**src/dfhe_pkg.sv**
```systemverilog
package dfhe_pkg;

  typedef enum logic [1:0] {
    KIND_LIT  = 2'd0,
    KIND_LEN  = 2'd1,
    KIND_DIST = 2'd2
  } kind_e;

  localparam int unsigned BITS_W  = 18;
  localparam int unsigned LEN_W   = 5;
  localparam int unsigned VALUE_W = 16;

  localparam logic [15:0] SYM_MAX  = 16'd285;
  localparam logic [15:0] LEN_MIN  = 16'd3;
  localparam logic [15:0] LEN_MAX  = 16'd258;
  localparam logic [15:0] DIST_MAX = 16'd32768;

  localparam logic [8:0] LEN_CODE_BASE = 9'd257;
  localparam logic [8:0] LEN_SYM_MAX   = 9'd285;

  typedef struct packed {
    logic [BITS_W-1:0] bits;
    logic [LEN_W-1:0]  len;
    logic              bad;
  } enc_result_t;

  typedef struct packed {
    logic [8:0] code_rev;
    logic [3:0] len;
  } sym_code_t;

  // length offsets from 3, per length code 257..284
  localparam logic [7:0] LEN_BASE [28] = '{
    8'd0,   8'd1,   8'd2,   8'd3,   8'd4,   8'd5,   8'd6,   8'd7,
    8'd8,   8'd10,  8'd12,  8'd14,  8'd16,  8'd20,  8'd24,  8'd28,
    8'd32,  8'd40,  8'd48,  8'd56,  8'd64,  8'd80,  8'd96,  8'd112,
    8'd128, 8'd160, 8'd192, 8'd224
  };

  localparam logic [2:0] LEN_EXTRA [28] = '{
    3'd0, 3'd0, 3'd0, 3'd0, 3'd0, 3'd0, 3'd0, 3'd0, 3'd1, 3'd1, 3'd1, 3'd1, 3'd2, 3'd2,
    3'd2, 3'd2, 3'd3, 3'd3, 3'd3, 3'd3, 3'd4, 3'd4, 3'd4, 3'd4, 3'd5, 3'd5, 3'd5, 3'd5
  };

  // distance offsets from 1, per distance code 0..29
  localparam logic [14:0] DIST_BASE [30] = '{
    15'd0,     15'd1,     15'd2,     15'd3,     15'd4,     15'd6,
    15'd8,     15'd12,    15'd16,    15'd24,    15'd32,    15'd48,
    15'd64,    15'd96,    15'd128,   15'd192,   15'd256,   15'd384,
    15'd512,   15'd768,   15'd1024,  15'd1536,  15'd2048,  15'd3072,
    15'd4096,  15'd6144,  15'd8192,  15'd12288, 15'd16384, 15'd24576
  };

  localparam logic [3:0] DIST_EXTRA [30] = '{
    4'd0, 4'd0, 4'd0, 4'd0, 4'd1, 4'd1, 4'd2, 4'd2, 4'd3, 4'd3,
    4'd4, 4'd4, 4'd5, 4'd5, 4'd6, 4'd6, 4'd7, 4'd7, 4'd8, 4'd8,
    4'd9, 4'd9, 4'd10, 4'd10, 4'd11, 4'd11, 4'd12, 4'd12, 4'd13, 4'd13
  };

  function automatic logic [8:0] rev9(logic [8:0] v);
    logic [8:0] r;
    for (int i = 0; i < 9; i++) begin
      r[i] = v[8-i];
    end
    return r;
  endfunction

  function automatic logic [4:0] rev5(logic [4:0] v);
    logic [4:0] r;
    for (int i = 0; i < 5; i++) begin
      r[i] = v[4-i];
    end
    return r;
  endfunction

  // fixed literal/length code, reversed for LSB-first output
  function automatic sym_code_t fixed_sym(logic [8:0] sym);
    logic [8:0] c;
    logic [3:0] n;
    sym_code_t  r;
    if (sym <= 9'd143) begin
      c = sym + 9'h030;
      n = 4'd8;
    end else if (sym <= 9'd255) begin
      c = sym + 9'h100;
      n = 4'd9;
    end else if (sym <= 9'd279) begin
      c = sym - 9'd256;
      n = 4'd7;
    end else begin
      c = sym - 9'd88;
      n = 4'd8;
    end
    r.code_rev = rev9(c) >> (4'd9 - n);
    r.len      = n;
    return r;
  endfunction

endpackage

```
**src/dfhe_encode.sv**
```systemverilog
module dfhe_encode
  import dfhe_pkg::*;
(
  input  logic [1:0]         kind_i,
  input  logic [VALUE_W-1:0] value_i,
  output enc_result_t        result_o
);

  logic [7:0]  len_v;
  logic [4:0]  len_code;
  logic [7:0]  len_ext;
  sym_code_t   len_sym;
  sym_code_t   lit_sym;
  logic [14:0] dist_v;
  logic [4:0]  dist_code;
  logic [14:0] dist_ext;

  always_comb begin
    // length: offset from 3, code search over increasing bases
    len_v    = value_i[7:0] - 8'd3;
    len_code = 5'd0;
    for (int i = 1; i < 28; i++) begin
      if (len_v >= LEN_BASE[i]) begin
        len_code = 5'(i);
      end
    end
    len_ext = len_v - LEN_BASE[len_code];
    if (value_i == LEN_MAX) begin
      len_sym = fixed_sym(LEN_SYM_MAX);
    end else begin
      len_sym = fixed_sym(LEN_CODE_BASE + {4'd0, len_code});
    end

    dist_v    = value_i[14:0] - 15'd1;
    dist_code = 5'd0;
    for (int i = 1; i < 30; i++) begin
      if (dist_v >= DIST_BASE[i]) begin
        dist_code = 5'(i);
      end
    end
    dist_ext = dist_v - DIST_BASE[dist_code];

    lit_sym = fixed_sym(value_i[8:0]);
  end

  always_comb begin
    result_o = '0;
    unique case (kind_e'(kind_i))
      KIND_LIT: begin
        if (value_i > SYM_MAX) begin
          result_o.bad = 1'b1;
        end else begin
          result_o.bits = {9'd0, lit_sym.code_rev};
          result_o.len  = {1'b0, lit_sym.len};
        end
      end
      KIND_LEN: begin
        if (value_i < LEN_MIN || value_i > LEN_MAX) begin
          result_o.bad = 1'b1;
        end else if (value_i == LEN_MAX) begin
          result_o.bits = {9'd0, len_sym.code_rev};
          result_o.len  = {1'b0, len_sym.len};
        end else begin
          result_o.bits = {9'd0, len_sym.code_rev} | ({10'd0, len_ext} << len_sym.len);
          result_o.len  = {1'b0, len_sym.len} + {2'd0, LEN_EXTRA[len_code]};
        end
      end
      KIND_DIST: begin
        if (value_i == 16'd0 || value_i > DIST_MAX) begin
          result_o.bad = 1'b1;
        end else begin
          result_o.bits = {13'd0, rev5(dist_code)} | ({3'd0, dist_ext} << 5);
          result_o.len  = 5'd5 + {1'b0, DIST_EXTRA[dist_code]};
        end
      end
      default: begin
        result_o.bad = 1'b1;
      end
    endcase
  end

endmodule

```
**src/deflate_fixed_huffman_encoder_unit.sv**
```systemverilog
// Fixed-Huffman DEFLATE token encoder.
// A word taken at start_i passes the input register, then the result register;
// out_valid_o is registered together with the result register.
// Throughput: one word per cycle; busy_o stays low, the receiver cannot stall.
// Reset: rst_ni asynchronous, active low; clears the valid flags only.
module deflate_fixed_huffman_encoder_unit
  import dfhe_pkg::*;
(
  input  logic               clk_i,
  input  logic               rst_ni,
  input  logic               start_i,
  output logic               busy_o,
  input  logic [1:0]         kind_i,
  input  logic [VALUE_W-1:0] token_value_i,
  output logic               out_valid_o,
  output logic [BITS_W-1:0]  code_bits_o,
  output logic [LEN_W-1:0]   code_length_o,
  output logic               bad_value_o
);

  logic               in_valid_q;
  logic [1:0]         kind_q;
  logic [VALUE_W-1:0] value_q;
  logic               out_valid_q;
  enc_result_t        res_d;
  enc_result_t        res_q;
  logic               accept;

  assign busy_o = 1'b0;
  assign accept = start_i && !busy_o;

  always_ff @(posedge clk_i or negedge rst_ni) begin
    if (!rst_ni) begin
      in_valid_q  <= 1'b0;
      out_valid_q <= 1'b0;
    end else begin
      in_valid_q  <= accept;
      out_valid_q <= in_valid_q;
    end
  end

  always_ff @(posedge clk_i) begin
    if (accept) begin
      kind_q  <= kind_i;
      value_q <= token_value_i;
    end
    if (in_valid_q) begin
      res_q <= res_d;
    end
  end

  dfhe_encode u_encode (
    .kind_i   (kind_q),
    .value_i  (value_q),
    .result_o (res_d)
  );

  assign out_valid_o   = out_valid_q;
  assign code_bits_o   = res_q.bits;
  assign code_length_o = res_q.len;
  assign bad_value_o   = res_q.bad;

endmodule

```
**config.mk**
```make
export PLATFORM = sky130hd
export DESIGN_NAME = deflate_fixed_huffman_encoder_unit
export DESIGN_NICKNAME = d
export VERILOG_FILES = /design/src/dfhe_pkg.sv /design/src/dfhe_encode.sv /design/src/deflate_fixed_huffman_encoder_unit.sv
export SDC_FILE = /design/constraint.sdc
export NUM_CORES = 1
export LEC_CHECK = 0
export BUFFER_PORTS_ARGS = -buffer_cell sky130_fd_sc_hd__buf_4
export CAP_MARGIN = 10
export CORE_ASPECT_RATIO = 1.4
export CORE_MARGIN = 4
export CORE_UTILIZATION = 55
export CTS_BUF_LIST = sky130_fd_sc_hd__clkbuf_16
export CTS_CLUSTER_SIZE = 30
export DETAILED_ROUTE_END_ITERATION = 6
export HOLD_SLACK_MARGIN = 0.15
export PLACE_DENSITY_LB_ADDON = 0.25
export SYNTH_ARGS = -nofsm -noshare
export SYNTH_HDL_FRONTEND = slang
export SYNTH_SLANG_ARGS = --single-unit
```
**constraint.sdc**
```tcl
create_clock -name clk_i -period 12.65 [get_ports clk_i]
set_clock_uncertainty 0.1 [all_clocks]
set_input_delay 3.795 -clock clk_i [delete_from_list [all_inputs] [get_ports clk_i]]
set_output_delay 3.795 -clock clk_i [all_outputs]
set_load 0.05 [all_outputs]
```
=== After elaboration in Yosys (flattened, before gate mapping) ===
Memory sizes are Yosys's and may differ from the RTL's.
Index checks and enable logic that the tools add are counted.

* Register bits after elaboration: 44
* Bits in latches: 0
* RAM bits: 0
* Bits in read-only memories: 960
* Input port bits: 21
* Output and inout bits: 26
* Logic and storage cells: 198
* Memories kept: 4

{| class="wikitable"
|+ Memory list
! name !! depth !! width !! read ports !! clocked after memory_dff !! wr ports !! RTL line !! source
|-
| (name not given) || 32 || 15 || 1 || 0 || 0 || dfhe_encode.sv:41 || <nowiki>dist_ext = dist_v - DIST_BASE[dist_code];</nowiki>
|-
| (name not given) || 32 || 8 || 1 || 0 || 0 || dfhe_encode.sv:27 || <nowiki>len_ext = len_v - LEN_BASE[len_code];</nowiki>
|-
| (name not given) || 32 || 4 || 1 || 0 || 0 || dfhe_encode.sv:73 || <nowiki>result_o.len = 5'd5 + {1'b0, DIST_EXTRA[dist_code]};</nowiki>
|-
| (name not given) || 32 || 3 || 1 || 0 || 0 || dfhe_encode.sv:65 || <nowiki>result_o.len = {1'b0, len_sym.len} + {2'd0, LEN_EXTRA[len_code]};</nowiki>
|}

* Add/subtract/negate cells: 17
* Multipliers: 0
* Div/mod/pow operators: 0
* Magnitude comparators: 68
* Equality and inequality tests: 3
* Shifts and indexed selects: 3
* Muxes and demuxes: 88
* Bitwise gates (word level): 4
* Reductions and logical operators: 4

{| class="wikitable"
|+ Operators by type and width
! operator !! count
|-
| $mux W5 || 40
|-
| $mux W23 || 3
|-
| $pmux W23 S3 || 1
|-
| $mux W4 || 17
|-
| $mux W9 || 7
|-
| $mux W13 || 3
|-
| $le A9 B8 Y1 const B || 4
|-
| $ge A8 B3 Y1 const B || 4
|-
| $ge A8 B4 Y1 const B || 4
|-
| $ge A8 B5 Y1 const B || 4
|-
| $ge A8 B6 Y1 const B || 4
|-
| $ge A8 B7 Y1 const B || 4
|-
| $ge A8 B8 Y1 const B || 4
|-
| $gt A16 B9 Y1 const B || 2
|-
| $ge A15 B10 Y1 const B || 2
|-
| $ge A15 B11 Y1 const B || 2
|-
| $ge A15 B12 Y1 const B || 2
|-
| $ge A15 B13 Y1 const B || 2
|-
| $ge A15 B14 Y1 const B || 2
|-
| $ge A15 B15 Y1 const B || 2
|-
| $ge A15 B2 Y1 const B || 2
|-
| $ge A15 B3 Y1 const B || 2
|-
| $ge A15 B4 Y1 const B || 2
|-
| $ge A15 B5 Y1 const B || 2
|-
| other kinds (40) || 66
|}

=== Depth between registers and ports, before layout ===
* Depth in word-level cells: 43
* Depth in mapped cells: 28
* Mapped depth without buffers: 25

=== By module ===
Synthesis repeated with hierarchy kept, for this count alone.

* Cell total of the unflattened synthesis: 636
* Area total of the unflattened synthesis: 5,390.2 sq um

{| class="wikitable"
|+ By module, submodules not included
! module !! instances !! cells an instance !! area each (sq um) !! seq. area each (sq um)
|-
| dfhe_encode || 1 || 590 || 4,067.7 || 0.0
|-
| deflate_fixed_huffman_encoder_unit || 1 || 46 || 1,322.5 || 1,311.3
|}

=== Worst setup path after synthesis ===
OpenSTA, ideal clock, no wires.

* Path type: reg-to-reg
* From: register value_q[0]
* To: register res_q, in the netlist code_bits_o[15] (data pin)
* Library setup time: 0.257 ns
* Arrival: 5.210 ns
* Required time: 12.293 ns
* Path slack: 7.083 ns
* Stages on the path, launching flop included: 28
* Buffers on the path: 3
* Clock period less this slack: 5.567 ns
* Cells stage by stage: edfxtp_1 buf_6 clkbuf_1 inv_1 ha_1 buf_2 nor3b_2 o211ai_1 xor2_1 inv_2 or3_1 nor4_1 o21ai_0 o2bb2ai_1 o21ai_0 a21oi_1 nand2_1 ha_1 nor2b_1 o21ai_0 a21boi_0 o21ai_0 a21boi_0 o21ai_0 nand2b_1 a31oi_1 xnor2_1 a32o_1

{| class="wikitable"
|+ RTL lines
! element !! RTL line !! source
|-
| from (decl) || deflate_fixed_huffman_encoder_unit.sv:23 || <nowiki>logic [VALUE_W-1:0] value_q;</nowiki>
|-
| from (signal assigned) || deflate_fixed_huffman_encoder_unit.sv:45 || <nowiki>value_q <= token_value_i;</nowiki>
|-
| to (signal assigned) || deflate_fixed_huffman_encoder_unit.sv:48 || <nowiki>res_q <= res_d;</nowiki>
|-
| to (decl) || deflate_fixed_huffman_encoder_unit.sv:26 || <nowiki>enc_result_t res_q;</nowiki>
|}

==> results_dict.tcl <==
set metrics [dict create \
    p_sw_share_pct 41.45 \
    status "finished, violations left" \
    crit_arrival_ns 7.12 \
    finalSetupTns_ns 0 \
    cts_tree "yes" \
    ys_warn_count 0 \
    synth_cell_types 81 \
    powerDensity_nw_per_um2 115.1 \
    die_h_um 121.4 \
    numCtsBuffers 5 \
    multi_input_comb_area_um2 3405 \
    setup_ws_ns 5.460 \
    dr_wl_met3_um 795 \
    wl_met2_mm 7.021 \
    post-place-ws_ns 5.635 \
    yosys.area.top_type_share_pct 24.98 \
    seq_area_frac_synth_pct 25.97 \
    synth-async-reset-ratio_pct 4.545 \
    postSynthCellCount 608 \
    rsz0062_at_grt "false" \
    synth-edff-count 42 \
    syn_to_final_growth_pct 9.715 \
    clock.fmax_mhz 139.1 \
    fp-row-count 41 \
    cts_buffer_depth 2 \
    gp_congestion 1.024 \
    wl_met1_mm 5.784 \
    totalWireLength_mm 14.37 \
    cts_root_buf "clkbuf_16" \
    worstPathMaxFanout 22 \
    power_switching_mw 0.2643 \
    leakage_nw 2.201 \
    clk_latency_ns 0.28 \
    slew_violations 0 \
    core_area_um2 8977 \
    synth.most_common_cell "nand2_1" \
    slowest_delay_ns 0.93 \
    ys.flop_type "edfxtp_1" \
    violations "design-rule violations" \
    drc 1 \
    grt_pass1_wl_mm 22.23 \
    via_per_inst 6.482 \
    synth_area_um2 5049 \
    power.internal_mw 0.3733 \
    power_frac_seq_pct 29.9 \
    dieArea_um2 10800 \
    setup_violations 0 \
    vias 4797 \
    period_minus_slack_ns 7.190 \
    tightestPinTransition_ns 1.116 \
    worstPathRequired_ns 12.58 \
    avgSynthCellArea_um2 8.304 \
    clkPwrFrac_pct 23.5 \
    grt_pass1_vias 4424 \
    hp-class "register to register" \
    cp_slowest_cell "edfxtp_1" \
    fin_cells 740 \
    yosys-top-cells-area "edfxtp_1, ha_1, nand2_1, a21oi_1, o21ai_0" \
    criticalPathCategory "register to register" \
    synth_seq_cells 44 \
    yosysTopAreaCell "edfxtp_1" \
    clk_pin_slew_ns 0.07 \
    relSlewSlack_pct 25.60 \
    power_mw 0.6376 \
    wl_per_cell_um 19.41 \
    ir_drop_uv 77.87 \
    antennaDiodeCount 0 \
    die_w_um 88.97 \
    grtUsageTotal_pct 26.31 \
    worstPathBufferInverterCount 2 \
    crit_chain "inv_1 > ha_1 > nor3b_2 > o211ai_1 > xor2_1 > inv_2 > or3_1 > nor4_1 > o21ai_0 > o2bb2ai_1 > o21ai_0 > a21oi_1 > nand2_1 > ha_1 > nor2b_1 > o21ai_0 > a21boi_0 > o21ai_0 > a21boi_0 > o21ai_0 > nand2b_1 > a31oi_1 > o21ai_0 > mux2i_1" \
    crit_family "compound AO/OA/AOI/OAI gates" \
    post-cts-setup-buffers 0 \
    htreeDepth 2 \
    p_comb_share_pct 46.6 \
    startpoint_type "register" \
    highest_layer "met4" \
    crit_top_cell "o21ai_0" \
    min_period_over_period_pct 56.84 \
    synth_common_cells "nand2_1, a21oi_1, ha_1, o21ai_0, edfxtp_1" \
    holdBufCountCts 0 \
    place_hpwl_mm 11.18 \
    antenna_left 0 \
    nets 702 \
    numPortBuffers 45 \
    grt_overflow 0 \
    initial_core_util_pct 56.24 \
    cts.sinks 44 \
    worst_setup_path_end_kind "register" \
    drive_above_1_share_pct 12.80 \
    n_fill_cell 781 \
    first_iter_violations 584 \
    cts_resized 0 \
    ios 47 \
    syn_nets 678 \
    seq_area_um2 1311 \
    drt_first_pass_iters 7 \
    cap_violations 0 \
    dp_cells 732 \
    antenna_found_initial 0 \
    grt_max_degree 30 \
    final_hold_viol_count 0 \
]
layer usage:
layer,up-vias,global-route usage (%)
met1,2204,32.51
met3,57,2.106
met4,0,13.04
met5,-,0
met2,258,44.98
li1,2278,-
worst register-to-register path, delay by kind of cell (launching register included):
kind	cells	cell delay, ns
flip-flops	1	0.93
multiplexers	1	0.14
buffers and inverters	2	0.46
AO/OA/AOI/OAI	12	2.70
XOR/XNOR	1	0.51
AND/OR/NAND/NOR	6	1.36
adder cells (fa/ha/maj)	2	0.74
flip-flops by register name (all words and copies together) (netlist names):
name / cells
bad_value_o: 1
code_bits_o: 18
code_length_o: 5
in_valid_q: 1
kind_q: 2
out_valid_o: 1
value_q: 16
cell usage in the layout (no fill, tap or decap), types with 6 or more instances in the layout:
| master | instances |
|---|---|
| a21o_1 | 6 |
| or3_1 | 6 |
| xnor2_1 | 14 |
| nor3_1 | 14 |
| nand4_1 | 8 |
| a22oi_1 | 6 |
| o22ai_1 | 7 |
| o211ai_1 | 9 |
| nand2b_1 | 9 |
| and2_1 | 10 |
| nand3_1 | 14 |
| a21oi_1 | 49 |
| mux2i_1 | 17 |
| buf_4 | 47 |
| ha_1 | 46 |
| o21ai_0 | 46 |
| inv_1 | 40 |
| edfxtp_1 | 42 |
| xor2_1 | 16 |
| a31oi_1 | 6 |
| nor2_1 | 36 |
| o31ai_1 | 10 |
| nor4_1 | 8 |
| nand2_1 | 67 |
kinds of logic after synthesis:
logic type,count (synthesis),synth area share [%]
multiplexers,18,3.593
flip-flops,44,25.97
AND/OR/NAND/NOR,198,19.93
AO/OA/AOI/OAI,190,25.11
XOR/XNOR,32,6.072
other,2,0.1488
buffers and inverters,75,6.592
adder cells (fa/ha/maj),49,12.59
path summary, 6_finish.rpt:
kind                            slack (ns)              end        from  cells past startpoint
worst max-delay path                  5.46  code_bits_o[17]  value_q[0]                     24
worst min-delay path                  0.71      bad_value_o   kind_q[1]                      2
worst max register to register        5.46  code_bits_o[17]  value_q[0]                     24
worst min register to register        0.71      bad_value_o   kind_q[1]                      2
max in group asynchronous             9.18      out_valid_o      rst_ni                      1
min in group asynchronous             3.18       in_valid_q      rst_ni                      1
final cells by class:
cell class              instances  share of cell area [%]
multi-input cells             489                   61.46
flip-flops and latches         44                   23.67
repair buffers                 47                   6.370
inverters                      45                   3.049
well taps                     107                   2.417
clock buffers                   5                   2.259
clock inverters                 3                  0.7680
power groups by stage:
stage	Sequential, mW	Combinational, mW	Clock, mW
4_1_cts	0.190	0.292	0.152
3_5_place_dp	0.193	0.290	0
2_1_floorplan	0.205	0.206	0
6_report	0.190	0.297	0.150
5_1_grt	0.192	0.323	0.154
3_3_place_gp	0.193	0.286	0
through the flow:
step           util, %  hold WS (ns)  area (um^2)
6_report         61.70        0.7097         5539
5_1_grt          61.70        0.7290         5539
4_1_cts          61.70        0.6800         5539
2_1_floorplan        -        0.5285         5049
3_5_place_dp     59.83        0.6694         5371
3_3_place_gp     59.83        0.6399         5371
Power figures use the tool's default switching activity.
